File: config.mk
export PLATFORM = sky130hd
export DESIGN_NAME = variable_step_bdf_weights
export DESIGN_NICKNAME = d
export VERILOG_FILES = /design/src/hw/rtl/vsbdf_pkg.sv /design/src/hw/rtl/vsbdf_ctrl.sv /design/src/hw/rtl/vsbdf_dp.sv /design/src/hw/rtl/variable_step_bdf_weights.sv
export SDC_FILE = /design/constraint.sdc
export NUM_CORES = 2
export LEC_CHECK = 0
export ABC_CLOCK_PERIOD_IN_PS = 20500
export BUFFER_PORTS_ARGS = -buffer_cell sky130_fd_sc_hd__buf_4
export CORE_ASPECT_RATIO = 0.7
export CORE_MARGIN = 2
export CORE_UTILIZATION = 40
export CTS_CLUSTER_DIAMETER = 30
export DETAILED_ROUTE_END_ITERATION = 6
export PLACE_DENSITY_LB_ADDON = 0.2
export SKIP_LAST_GASP = 1
export SLEW_MARGIN = 10
export SYNTH_ARGS = -nofsm -noshare
export SYNTH_HDL_FRONTEND = slang
export SYNTH_SLANG_ARGS = --single-unit
File: constraint.sdc
create_clock -name clk_i -period 20.5 [get_ports clk_i]
set_input_delay 2.05 -clock clk_i [delete_from_list [all_inputs] [get_ports clk_i]]
set_output_delay 2.05 -clock clk_i [all_outputs]
set_load 0.02 [all_outputs]
File: src/hw/rtl/vsbdf_pkg.sv
package vsbdf_pkg;

  localparam int MAX_ORDER_DEF    = 3;
  localparam int STEP_WIDTH_DEF   = 32;
  localparam int WEIGHT_WIDTH_DEF = 48;
  localparam int STEP_FRAC        = 24;
  localparam int WEIGHT_FRAC      = 24;
  localparam int FRAC_SHIFT       = STEP_FRAC + WEIGHT_FRAC;
  localparam logic [1:0] ORDER_RESET = 2'd3;

  typedef enum logic [3:0] {
    ST_IDLE,
    ST_PREP,
    ST_LD_A,
    ST_MS_B,
    ST_MR_B,
    ST_LD_C,
    ST_MS_D,
    ST_MR_D,
    ST_MS_E,
    ST_MR_E,
    ST_DV_S,
    ST_DV_R,
    ST_STORE,
    ST_SUM,
    ST_NEG,
    ST_DONE
  } state_e;

  typedef enum logic [2:0] {
    OP_ONE,
    OP_D0,
    OP_D1,
    OP_D2,
    OP_S01,
    OP_S12,
    OP_S012,
    OP_TWO_D0_D1
  } op_e;

  typedef enum logic [2:0] {
    SLOT_A,
    SLOT_B,
    SLOT_C,
    SLOT_D,
    SLOT_E
  } slot_e;

  typedef struct packed {
    logic       hist_shift;
    logic       cfg_write;
    logic       clear;
    logic       load_acc;
    logic       mul_start;
    logic       mul_step;
    logic       num_latch;
    logic       div_start;
    logic       div_step;
    logic       store;
    logic       sum;
    logic       neg;
    logic       out_load;
    op_e        op;
    logic [1:0] k;
    logic       neg_w;
  } cmd_t;

  typedef struct packed {
    logic [1:0] cnt;
    logic       mb_zero;
    logic       div_last;
  } stat_t;

  // numerator is A*B, denominator is C*D*E
  function automatic op_e pick_op(input logic [1:0] cnt, input logic [1:0] k,
                                  input slot_e slot);
    op_e a;
    op_e b;
    op_e c;
    op_e d;
    op_e e;
    op_e r;
    a = OP_ONE;
    b = OP_ONE;
    c = OP_ONE;
    d = OP_ONE;
    e = OP_ONE;
    case ({cnt, k})
      {2'd3, 2'd1}: begin
        a = OP_S01; b = OP_S012; c = OP_D0; d = OP_D1; e = OP_S12;
      end
      {2'd3, 2'd2}: begin
        a = OP_D0; b = OP_S012; c = OP_D1; d = OP_D2; e = OP_S01;
      end
      {2'd3, 2'd3}: begin
        a = OP_D0; b = OP_S01; c = OP_D2; d = OP_S12; e = OP_S012;
      end
      {2'd2, 2'd0}: begin
        a = OP_TWO_D0_D1; c = OP_D0; d = OP_S01;
      end
      {2'd2, 2'd1}: begin
        a = OP_S01; c = OP_D0; d = OP_D1;
      end
      {2'd2, 2'd2}: begin
        a = OP_D0; c = OP_D1; d = OP_S01;
      end
      {2'd1, 2'd0}: begin
        c = OP_D0;
      end
      default: begin
        a = OP_ONE;
      end
    endcase
    case (slot)
      SLOT_A:  r = a;
      SLOT_B:  r = b;
      SLOT_C:  r = c;
      SLOT_D:  r = d;
      SLOT_E:  r = e;
      default: r = OP_ONE;
    endcase
    return r;
  endfunction

  function automatic logic is_neg(input logic [1:0] cnt, input logic [1:0] k);
    return (cnt == 2'd3 && (k == 2'd1 || k == 2'd3)) || (cnt == 2'd2 && k == 2'd1);
  endfunction

endpackage

File: src/hw/rtl/vsbdf_ctrl.sv
module vsbdf_ctrl (
  input  logic                clk_i,
  input  logic                rst_ni,
  input  logic                in_valid_i,
  output logic                in_ready_o,
  input  logic                cfg_valid_i,
  output logic                cfg_ready_o,
  output logic                out_valid_o,
  input  logic                out_ready_i,
  input  vsbdf_pkg::stat_t    stat_i,
  output vsbdf_pkg::cmd_t     cmd_o
);

  vsbdf_pkg::state_e state_q, state_d;
  logic [1:0] cnt_q, cnt_d;
  logic [1:0] k_q, k_d;
  logic       out_valid_q, out_valid_d;
  logic       out_go;

  assign out_go      = !out_valid_q || out_ready_i;
  assign out_valid_o = out_valid_q;
  assign cfg_ready_o = (state_q == vsbdf_pkg::ST_IDLE);
  assign in_ready_o  = (state_q == vsbdf_pkg::ST_IDLE) && !cfg_valid_i;

  always_comb begin
    state_d = state_q;
    cnt_d   = cnt_q;
    k_d     = k_q;
    case (state_q)
      vsbdf_pkg::ST_IDLE: begin
        if (in_valid_i && in_ready_o) state_d = vsbdf_pkg::ST_PREP;
      end
      vsbdf_pkg::ST_PREP: begin
        cnt_d = stat_i.cnt;
        k_d   = (stat_i.cnt == 2'd3) ? 2'd1 : 2'd0;
        state_d = (stat_i.cnt == 2'd0) ? vsbdf_pkg::ST_DONE : vsbdf_pkg::ST_LD_A;
      end
      vsbdf_pkg::ST_LD_A: state_d = vsbdf_pkg::ST_MS_B;
      vsbdf_pkg::ST_MS_B: state_d = vsbdf_pkg::ST_MR_B;
      vsbdf_pkg::ST_MR_B: begin
        if (stat_i.mb_zero) state_d = vsbdf_pkg::ST_LD_C;
      end
      vsbdf_pkg::ST_LD_C: state_d = vsbdf_pkg::ST_MS_D;
      vsbdf_pkg::ST_MS_D: state_d = vsbdf_pkg::ST_MR_D;
      vsbdf_pkg::ST_MR_D: begin
        if (stat_i.mb_zero) state_d = vsbdf_pkg::ST_MS_E;
      end
      vsbdf_pkg::ST_MS_E: state_d = vsbdf_pkg::ST_MR_E;
      vsbdf_pkg::ST_MR_E: begin
        if (stat_i.mb_zero) state_d = vsbdf_pkg::ST_DV_S;
      end
      vsbdf_pkg::ST_DV_S: state_d = vsbdf_pkg::ST_DV_R;
      vsbdf_pkg::ST_DV_R: begin
        if (stat_i.div_last) state_d = vsbdf_pkg::ST_STORE;
      end
      vsbdf_pkg::ST_STORE: begin
        k_d = k_q + 2'd1;
        case (cnt_q)
          2'd3:    state_d = (k_q == 2'd3) ? vsbdf_pkg::ST_SUM : vsbdf_pkg::ST_LD_A;
          2'd2:    state_d = (k_q == 2'd2) ? vsbdf_pkg::ST_DONE : vsbdf_pkg::ST_LD_A;
          default: state_d = vsbdf_pkg::ST_NEG;
        endcase
      end
      vsbdf_pkg::ST_SUM: state_d = vsbdf_pkg::ST_DONE;
      vsbdf_pkg::ST_NEG: state_d = vsbdf_pkg::ST_DONE;
      vsbdf_pkg::ST_DONE: begin
        if (out_go) state_d = vsbdf_pkg::ST_IDLE;
      end
      default: state_d = vsbdf_pkg::ST_IDLE;
    endcase
  end

  always_comb begin
    cmd_o = '0;
    cmd_o.op    = vsbdf_pkg::OP_ONE;
    cmd_o.k     = k_q;
    cmd_o.neg_w = vsbdf_pkg::is_neg(cnt_q, k_q);
    out_valid_d = out_valid_q && !out_ready_i;
    case (state_q)
      vsbdf_pkg::ST_IDLE: begin
        cmd_o.hist_shift = in_valid_i && in_ready_o;
        cmd_o.cfg_write  = cfg_valid_i;
      end
      vsbdf_pkg::ST_PREP: cmd_o.clear = 1'b1;
      vsbdf_pkg::ST_LD_A: begin
        cmd_o.load_acc = 1'b1;
        cmd_o.op = vsbdf_pkg::pick_op(cnt_q, k_q, vsbdf_pkg::SLOT_A);
      end
      vsbdf_pkg::ST_MS_B: begin
        cmd_o.mul_start = 1'b1;
        cmd_o.op = vsbdf_pkg::pick_op(cnt_q, k_q, vsbdf_pkg::SLOT_B);
      end
      vsbdf_pkg::ST_MR_B: begin
        cmd_o.mul_step  = !stat_i.mb_zero;
        cmd_o.num_latch = stat_i.mb_zero;
      end
      vsbdf_pkg::ST_LD_C: begin
        cmd_o.load_acc = 1'b1;
        cmd_o.op = vsbdf_pkg::pick_op(cnt_q, k_q, vsbdf_pkg::SLOT_C);
      end
      vsbdf_pkg::ST_MS_D: begin
        cmd_o.mul_start = 1'b1;
        cmd_o.op = vsbdf_pkg::pick_op(cnt_q, k_q, vsbdf_pkg::SLOT_D);
      end
      vsbdf_pkg::ST_MR_D: cmd_o.mul_step = !stat_i.mb_zero;
      vsbdf_pkg::ST_MS_E: begin
        cmd_o.mul_start = 1'b1;
        cmd_o.op = vsbdf_pkg::pick_op(cnt_q, k_q, vsbdf_pkg::SLOT_E);
      end
      vsbdf_pkg::ST_MR_E: cmd_o.mul_step = !stat_i.mb_zero;
      vsbdf_pkg::ST_DV_S: cmd_o.div_start = 1'b1;
      vsbdf_pkg::ST_DV_R: cmd_o.div_step = 1'b1;
      vsbdf_pkg::ST_STORE: cmd_o.store = 1'b1;
      vsbdf_pkg::ST_SUM: cmd_o.sum = 1'b1;
      vsbdf_pkg::ST_NEG: cmd_o.neg = 1'b1;
      vsbdf_pkg::ST_DONE: begin
        cmd_o.out_load = out_go;
        if (out_go) out_valid_d = 1'b1;
      end
      default: cmd_o.op = vsbdf_pkg::OP_ONE;
    endcase
  end

  always_ff @(posedge clk_i or negedge rst_ni) begin
    if (!rst_ni) begin
      state_q     <= vsbdf_pkg::ST_IDLE;
      cnt_q       <= 2'd0;
      k_q         <= 2'd0;
      out_valid_q <= 1'b0;
    end else begin
      state_q     <= state_d;
      cnt_q       <= cnt_d;
      k_q         <= k_d;
      out_valid_q <= out_valid_d;
    end
  end

endmodule

File: src/hw/rtl/vsbdf_dp.sv
module vsbdf_dp #(
  parameter int MAX_ORDER    = vsbdf_pkg::MAX_ORDER_DEF,
  parameter int STEP_WIDTH   = vsbdf_pkg::STEP_WIDTH_DEF,
  parameter int WEIGHT_WIDTH = vsbdf_pkg::WEIGHT_WIDTH_DEF
) (
  input  logic                           clk_i,
  input  logic                           rst_ni,
  input  vsbdf_pkg::cmd_t                cmd_i,
  output vsbdf_pkg::stat_t               stat_o,
  input  logic [STEP_WIDTH-1:0]          step_size_i,
  input  logic [1:0]                     bdf_order_i,
  output logic signed [WEIGHT_WIDTH-1:0] weight_current_o,
  output logic signed [WEIGHT_WIDTH-1:0] weight_back_one_o,
  output logic signed [WEIGHT_WIDTH-1:0] weight_back_two_o,
  output logic signed [WEIGHT_WIDTH-1:0] weight_back_three_o,
  output logic [1:0]                     order_in_use_o,
  output logic                           saturated_o
);

  localparam int OW = STEP_WIDTH + 2;
  localparam int AW = 3 * OW;
  localparam int XW = AW + vsbdf_pkg::FRAC_SHIFT;
  localparam int WW = WEIGHT_WIDTH;
  localparam int CW = $clog2(WW + 1);
  localparam logic [1:0] MO2 = 2'(MAX_ORDER);
  localparam logic [WW:0] LIM = (WW + 1)'(1) << (WW - 1);
  localparam logic signed [WW-1:0] MAXPOS = {1'b0, {(WW - 1){1'b1}}};
  localparam logic signed [WW-1:0] MINNEG = {1'b1, {(WW - 1){1'b0}}};
  localparam logic signed [WW+1:0] MAXPOS_X = (WW + 2)'(MAXPOS);
  localparam logic signed [WW+1:0] MINNEG_X = -((WW + 2)'(LIM));

  logic [1:0]            order_q;
  logic [1:0]            act_ord;
  logic [STEP_WIDTH-1:0] hist_q [MAX_ORDER];
  logic [OW-1:0]         d_ext [3];
  logic [OW-1:0]         s01, s12, s012, two01, op_val;

  logic [AW-1:0] acc_q, mc_q, num_q;
  logic [OW-1:0] mb_q;

  logic [XW-1:0] x_full, x_hi;
  logic [AW-1:0] r_q;
  logic [WW-1:0] f_q, q_q;
  logic [CW-1:0] dcnt_q;
  logic          ovf_q, nz_q;
  logic [AW:0]   r2, r2_sub;
  logic          ge;
  logic          up;
  logic [WW:0]   qr;
  logic signed [WW-1:0] st_val;
  logic          st_sat;

  logic signed [WW-1:0] w_q [4];
  logic                 sat_q;
  logic signed [WW+1:0] sum_t;
  logic signed [WW-1:0] sum_val;
  logic                 sum_sat;

  always_comb begin
    act_ord = order_q;
    if (order_q == 2'd0) act_ord = 2'd1;
    if (order_q > MO2) act_ord = MO2;
  end

  always_ff @(posedge clk_i or negedge rst_ni) begin
    if (!rst_ni) begin
      order_q <= vsbdf_pkg::ORDER_RESET;
      for (int i = 0; i < MAX_ORDER; i++) hist_q[i] <= '0;
    end else if (cmd_i.cfg_write) begin
      order_q <= bdf_order_i;
      for (int i = 0; i < MAX_ORDER; i++) hist_q[i] <= '0;
    end else if (cmd_i.hist_shift) begin
      hist_q[0] <= step_size_i;
      for (int i = 1; i < MAX_ORDER; i++) begin
        if (i < int'(act_ord)) hist_q[i] <= hist_q[i-1];
      end
    end
  end

  for (genvar j = 0; j < 3; j++) begin : g_d
    if (j < MAX_ORDER) begin : g_on
      assign d_ext[j] = OW'(hist_q[j]);
    end else begin : g_off
      assign d_ext[j] = '0;
    end
  end

  assign s01   = d_ext[0] + d_ext[1];
  assign s12   = d_ext[1] + d_ext[2];
  assign s012  = s01 + d_ext[2];
  assign two01 = (d_ext[0] << 1) + d_ext[1];

  assign stat_o.cnt = 2'(d_ext[0] != '0) + 2'(d_ext[1] != '0) + 2'(d_ext[2] != '0);
  assign stat_o.mb_zero  = (mb_q == '0);
  assign stat_o.div_last = (dcnt_q == CW'(WW - 1));

  always_comb begin
    case (cmd_i.op)
      vsbdf_pkg::OP_ONE:       op_val = OW'(1);
      vsbdf_pkg::OP_D0:        op_val = d_ext[0];
      vsbdf_pkg::OP_D1:        op_val = d_ext[1];
      vsbdf_pkg::OP_D2:        op_val = d_ext[2];
      vsbdf_pkg::OP_S01:       op_val = s01;
      vsbdf_pkg::OP_S12:       op_val = s12;
      vsbdf_pkg::OP_S012:      op_val = s012;
      vsbdf_pkg::OP_TWO_D0_D1: op_val = two01;
      default:                 op_val = OW'(1);
    endcase
  end

  // shift-add multiplier, one multiplier bit per cycle
  always_ff @(posedge clk_i) begin
    if (cmd_i.load_acc) begin
      acc_q <= AW'(op_val);
    end else if (cmd_i.mul_start) begin
      mc_q  <= acc_q;
      acc_q <= '0;
      mb_q  <= op_val;
    end else if (cmd_i.mul_step) begin
      if (mb_q[0]) acc_q <= acc_q + mc_q;
      mc_q <= mc_q << 1;
      mb_q <= mb_q >> 1;
    end
    if (cmd_i.num_latch) num_q <= acc_q;
  end

  // restoring divider, one quotient bit per cycle
  assign x_full = {num_q, {vsbdf_pkg::FRAC_SHIFT{1'b0}}};
  assign x_hi   = x_full >> WW;
  assign r2     = {r_q, f_q[WW-1]};
  assign r2_sub = r2 - {1'b0, acc_q};
  assign ge     = (r2 >= {1'b0, acc_q});

  always_ff @(posedge clk_i) begin
    if (cmd_i.div_start) begin
      r_q    <= x_hi[AW-1:0];
      f_q    <= x_full[WW-1:0];
      q_q    <= '0;
      dcnt_q <= '0;
      ovf_q  <= (x_hi >= XW'(acc_q));
      nz_q   <= (num_q != '0);
    end else if (cmd_i.div_step) begin
      r_q    <= ge ? r2_sub[AW-1:0] : r2[AW-1:0];
      q_q    <= {q_q[WW-2:0], ge};
      f_q    <= f_q << 1;
      dcnt_q <= dcnt_q + CW'(1);
    end
  end

  assign up = ({r_q, 1'b0} >= {1'b0, acc_q});
  assign qr = {1'b0, q_q} + (WW + 1)'(up);

  always_comb begin
    st_val = '0;
    st_sat = 1'b0;
    if (nz_q) begin
      if (cmd_i.neg_w) begin
        st_sat = ovf_q || (qr > LIM);
        st_val = st_sat ? MINNEG : -$signed(qr[WW-1:0]);
      end else begin
        st_sat = ovf_q || (qr >= LIM);
        st_val = st_sat ? MAXPOS : $signed(qr[WW-1:0]);
      end
    end
  end

  assign sum_t = -((WW + 2)'(w_q[1]) + (WW + 2)'(w_q[2]) + (WW + 2)'(w_q[3]));

  always_comb begin
    sum_sat = 1'b0;
    sum_val = sum_t[WW-1:0];
    if (sum_t > MAXPOS_X) begin
      sum_sat = 1'b1;
      sum_val = MAXPOS;
    end else if (sum_t < MINNEG_X) begin
      sum_sat = 1'b1;
      sum_val = MINNEG;
    end
  end

  always_ff @(posedge clk_i) begin
    if (cmd_i.clear) begin
      for (int i = 0; i < 4; i++) w_q[i] <= '0;
      sat_q <= 1'b0;
    end else if (cmd_i.store) begin
      w_q[cmd_i.k] <= st_val;
      sat_q        <= sat_q | st_sat;
    end else if (cmd_i.sum) begin
      w_q[0] <= sum_val;
      sat_q  <= sat_q | sum_sat;
    end else if (cmd_i.neg) begin
      // a clipped first weight means the true magnitude reaches the negative limit
      w_q[1] <= sat_q ? MINNEG : -w_q[0];
    end
    if (cmd_i.out_load) begin
      weight_current_o    <= w_q[0];
      weight_back_one_o   <= w_q[1];
      weight_back_two_o   <= w_q[2];
      weight_back_three_o <= w_q[3];
      order_in_use_o      <= stat_o.cnt;
      saturated_o         <= sat_q;
    end
  end

endmodule

File: src/hw/rtl/variable_step_bdf_weights.sv
// channel | direction | handshake              | payload
// in      | input     | in_valid_i/in_ready_o   | step_size_i
// cfg     | input     | cfg_valid_i/cfg_ready_o | bdf_order_i
// out     | output    | out_valid_o/out_ready_i | weight_*_o, order_in_use_o, saturated_o
//
// one item at a time; up to three weights are computed per item, in turn, by the
// shift-add multiplier (one bit per cycle) and the restoring divider (one quotient
// bit per cycle), shared by all weights
// reset clears the order register to 3 and the step history to zero
// the next item is taken while a result waits on out; a stalled out holds the following result back
module variable_step_bdf_weights #(
  parameter int MAX_ORDER    = vsbdf_pkg::MAX_ORDER_DEF,
  parameter int STEP_WIDTH   = vsbdf_pkg::STEP_WIDTH_DEF,
  parameter int WEIGHT_WIDTH = vsbdf_pkg::WEIGHT_WIDTH_DEF
) (
  input  logic                           clk_i,
  input  logic                           rst_ni,
  input  logic                           in_valid_i,
  output logic                           in_ready_o,
  input  logic [STEP_WIDTH-1:0]          step_size_i,
  input  logic                           cfg_valid_i,
  output logic                           cfg_ready_o,
  input  logic [1:0]                     bdf_order_i,
  output logic                           out_valid_o,
  input  logic                           out_ready_i,
  output logic signed [WEIGHT_WIDTH-1:0] weight_current_o,
  output logic signed [WEIGHT_WIDTH-1:0] weight_back_one_o,
  output logic signed [WEIGHT_WIDTH-1:0] weight_back_two_o,
  output logic signed [WEIGHT_WIDTH-1:0] weight_back_three_o,
  output logic [1:0]                     order_in_use_o,
  output logic                           saturated_o
);

  vsbdf_pkg::cmd_t  cmd;
  vsbdf_pkg::stat_t stat;

  vsbdf_ctrl u_ctrl (
    .clk_i       (clk_i),
    .rst_ni      (rst_ni),
    .in_valid_i  (in_valid_i),
    .in_ready_o  (in_ready_o),
    .cfg_valid_i (cfg_valid_i),
    .cfg_ready_o (cfg_ready_o),
    .out_valid_o (out_valid_o),
    .out_ready_i (out_ready_i),
    .stat_i      (stat),
    .cmd_o       (cmd)
  );

  vsbdf_dp #(
    .MAX_ORDER    (MAX_ORDER),
    .STEP_WIDTH   (STEP_WIDTH),
    .WEIGHT_WIDTH (WEIGHT_WIDTH)
  ) u_dp (
    .clk_i               (clk_i),
    .rst_ni              (rst_ni),
    .cmd_i               (cmd),
    .stat_o              (stat),
    .step_size_i         (step_size_i),
    .bdf_order_i         (bdf_order_i),
    .weight_current_o    (weight_current_o),
    .weight_back_one_o   (weight_back_one_o),
    .weight_back_two_o   (weight_back_two_o),
    .weight_back_three_o (weight_back_three_o),
    .order_in_use_o      (order_in_use_o),
    .saturated_o         (saturated_o)
  );

endmodule

==> out/qor.yml <==
synthTopCellsByArea: "edfxtp_1, ha_1, nand2_1"
wirelength_mm: 227
via_per_inst: 5.96
peakVddDrop_uv: 132
cts_buffer_depth: 3
path_delay_family: "compound AO/OA/AOI/OAI gates"
clockRootBuffer: "clkbuf_16"
wire_per_inst_um: 22.7
path_class: "reg -> reg"
areaGrowthSynthToFinish_pct: 15.1
leakagePower_nw: 31.9
maxSlewViolCount: 0
die_h_um: 350
post-synth-top-area-cell: "edfxtp_1"
fp.coreArea_um2: 171000
h-tree-depth: 4
skew_ps: 66.0
clock_latency_ps: 820
grt_first_pass_wirelength_mm: 346
vias: 59600
setup_viol: 0
cts_sinks: 993
die_w_um: 499
cpPeakStageDelay_ps: 690
whs_path_depth: 0
synth_top_area_share: 0.334
place_congestion: 0.975
post_cts_buffers: 0
drc: 0
cp_max_fo: 74
final_cell_area_um2: 79000
grt_max_degree: 177
hold_viol: 0
powerDensity_nw_per_um2: 181
placed_area_um2: 72400
cpMostUsedCell: "ha_1"
crit_slowest_cell: "nor4bb_1"
cts_tree: "built"
status: "finished, final reports clean"
synth_seq_area_share: 0.409
first_pass_iters: 6
fillers: 16200
initial_core_util: 0.402
dp.cells: 9646
rows: 127
cts_resized: 0
cts_made_buffers: 186
drv_cap: 0
ant_nets: 0
antennaDiodeCount: 0
worst_pin_slew_ps: 1330
synth_ff_type: "edfxtp_1"
postCtsHoldBufs: 0
critical_path_arrival_ps: 9860
worst-r2r-cell-count: 26
fin_cells: 9998
cp.required_ps: 21140
grt_antenna_before_repair: 8
grt_pass1_vias: 55700
drive_gt1_frac: 0.0995
synth_cell_types: 98
end_kind: "flip-flop"
syn_inst: 7471
ys_seq_elements: 993
drtIter0Drc: 6832
num_io_pins: 237
period_minus_slack_ps: 9220
synth_area_per_cell_um2: 9.18
synth_fp_nets: 8105
timing.final.crit_share: 0.450
dp_hpwl_mm: 169
yosysWarnings: 0
setup_tns_ps: 0
slew-limit-headroom: 0.103
overflow: 0
synth_edf_count: 763
worstSetupStartpointType: "flip-flop"
cts.reportedPaths.clkPinSlew_ps: 60
grt_setup_unrepaired: "false"
dieArea_um2: 175000
hold_path_class: "reg -> reg"
syn_area_um2: 68600
path_buf_inv: 3
io_buffers: 236
nets: 8211
ys_async_sr_fraction: 0.108
max_freq_mhz: 109
cp.depth: 26
fin_hold_ws_ps: 420
grtUsageTotal: 0.253
sequential cells by signal, summed over array words and instances, names as in the netlist, 2 cells and up:
name and cells:
u_dp.weight_back_two_o 48, u_dp.w_q 192, u_dp.dcnt_q 6, u_dp.weight_current_o 48, u_dp.acc_q 102, u_dp.num_q 102, u_ctrl.k_q 2, u_ctrl.cnt_q 2
u_dp.d_ext 96, u_ctrl.state_q 4, u_dp.mc_q 102, u_dp.order_in_use_o 2, u_dp.order_q 2, u_dp.mb_q 34, u_dp.r_q 102, u_dp.weight_back_one_o 48
u_dp.q_q 48, u_dp.weight_back_three_o 48
metal layers:
metal / wire length [um] / vias up / track usage
li1: - / 27800 / -
met1: 112000 / 28900 / 0.401
met2: 90400 / 2619 / 0.349
met3: 20700 / 292 / 0.0457
met4: 4170 / 2 / 0.0616
met5: 11 / - / 0
report_power, final:
| part | total, mW | switching (mW) | leakage [nW] | internal [mW] |
|---|---|---|---|---|
| Combinational | 7.46 | 4.82 | 19.2 | 2.64 |
| Clock | 3.21 | 1.20 | 3.16 | 2.01 |
| Sequential | 3.66 | 0.538 | 9.58 | 3.12 |
cells in the final DEF (no fill, tap or decap), drive strengths merged, types with 53 or more instances in the layout:
| cell | Yosys | layout |
|---|---|---|
| a211oi | 53 | 53 |
| a21o | 234 | 234 |
| a21oi | 650 | 650 |
| a31oi | 92 | 92 |
| and3 | 56 | 56 |
| buf | 50 | 301 |
| clkbuf | 333 | 209 |
| dfrtp | 105 | 105 |
| dfxtp | 123 | 123 |
| edfxtp | 763 | 763 |
| fa | 55 | 55 |
| ha | 540 | 540 |
| inv | 365 | 417 |
| nand2 | 889 | 889 |
| nand2b | 79 | 79 |
| nand3 | 194 | 194 |
| nand4 | 143 | 143 |
| nor2 | 530 | 530 |
| nor2b | 69 | 69 |
| nor3 | 105 | 105 |
| nor4 | 112 | 112 |
| o21ai | 592 | 592 |
| o21bai | 88 | 88 |
| o221ai | 63 | 63 |
| o22ai | 105 | 105 |
| xnor2 | 270 | 270 |
| xor2 | 196 | 196 |
synth_stat cells (25+ instances only):
master    instances
a211oi_1         53
a21o_1          234
a21oi_1         650
a221oi_1         25
a22o_1           39
a31oi_1          92
and2_1           46
and3_1           56
buf_1            28
clkbuf_1        332
dfrtp_1         105
dfxtp_1         123
edfxtp_1        763
fa_1             55
ha_1            540
inv_1           365
mux2i_1          36
nand2_1         889
nand2b_1         79
nand3_1         193
nand4_1         143
nor2_1          528
nor2b_1          69
nor3_1          102
nor4_1          108
o211ai_1         43
o21a_1           49
o21ai_0         591
o21bai_1         88
o221ai_1         50
o22ai_1         105
o31ai_1          27
or3_1            35
xnor2_1         270
xor2_1          196
cell type report:
type / count / area, um2 / area share
Multi-Input combinational cell: 5729 / 37800 / 0.479
Sequential cell: 993 / 28100 / 0.355
Clock buffer: 209 / 4850 / 0.0614
Tap cell: 2257 / 2820 / 0.0357
Timing Repair Buffer: 301 / 2270 / 0.0288
Clock inverter: 143 / 1770 / 0.0224
Inverter: 366 / 1380 / 0.0175
worst paths after layout:
kind / start / to / slack (ps)
hold / removal: u_dp.w_q[3][17]$_SDFFCE_PN0P_ / u_dp.weight_back_three_o[17]$_DFFE_PP_ / 420
setup reg to reg: u_dp.acc_q[1]$_DFFE_PP_ / u_dp.w_q[1][8]$_DFFE_PP_ / 11280
hold reg to reg: u_dp.w_q[3][17]$_SDFFCE_PN0P_ / u_dp.weight_back_three_o[17]$_DFFE_PP_ / 420
max in group asynchronous: rst_ni / u_dp.d_ext[42]$_DFFE_PN0P_ / 17960
min in group asynchronous: rst_ni / u_dp.d_ext[89]$_DFFE_PN0P_ / 1320
setup / recovery: u_dp.acc_q[1]$_DFFE_PP_ / u_dp.w_q[1][8]$_DFFE_PP_ / 11280
metrics by stage:
step                      total power [mW]  setup WS, ps   util
after floorplan                       8.81          4290      -
after global placement                10.9         11690  0.424
after detailed placement              11.0         11460  0.424
after CTS                             14.2         11450  0.462
after global routing                  15.3         10710  0.462
final                                 14.3         11280  0.462
logic make-up after synthesis:
group                      Yosys count  synth area share
and+or+nand+nor                   2350             0.160
AOI/OAI and AO/OA                 2268             0.207
DFF                                993             0.409
buffers and inverters              749            0.0419
adders and majority gates          595             0.115
xor gates and xnor gates           466            0.0595
muxes                               50           0.00755
No activity file was read; power rests on OpenSTA's default activity.
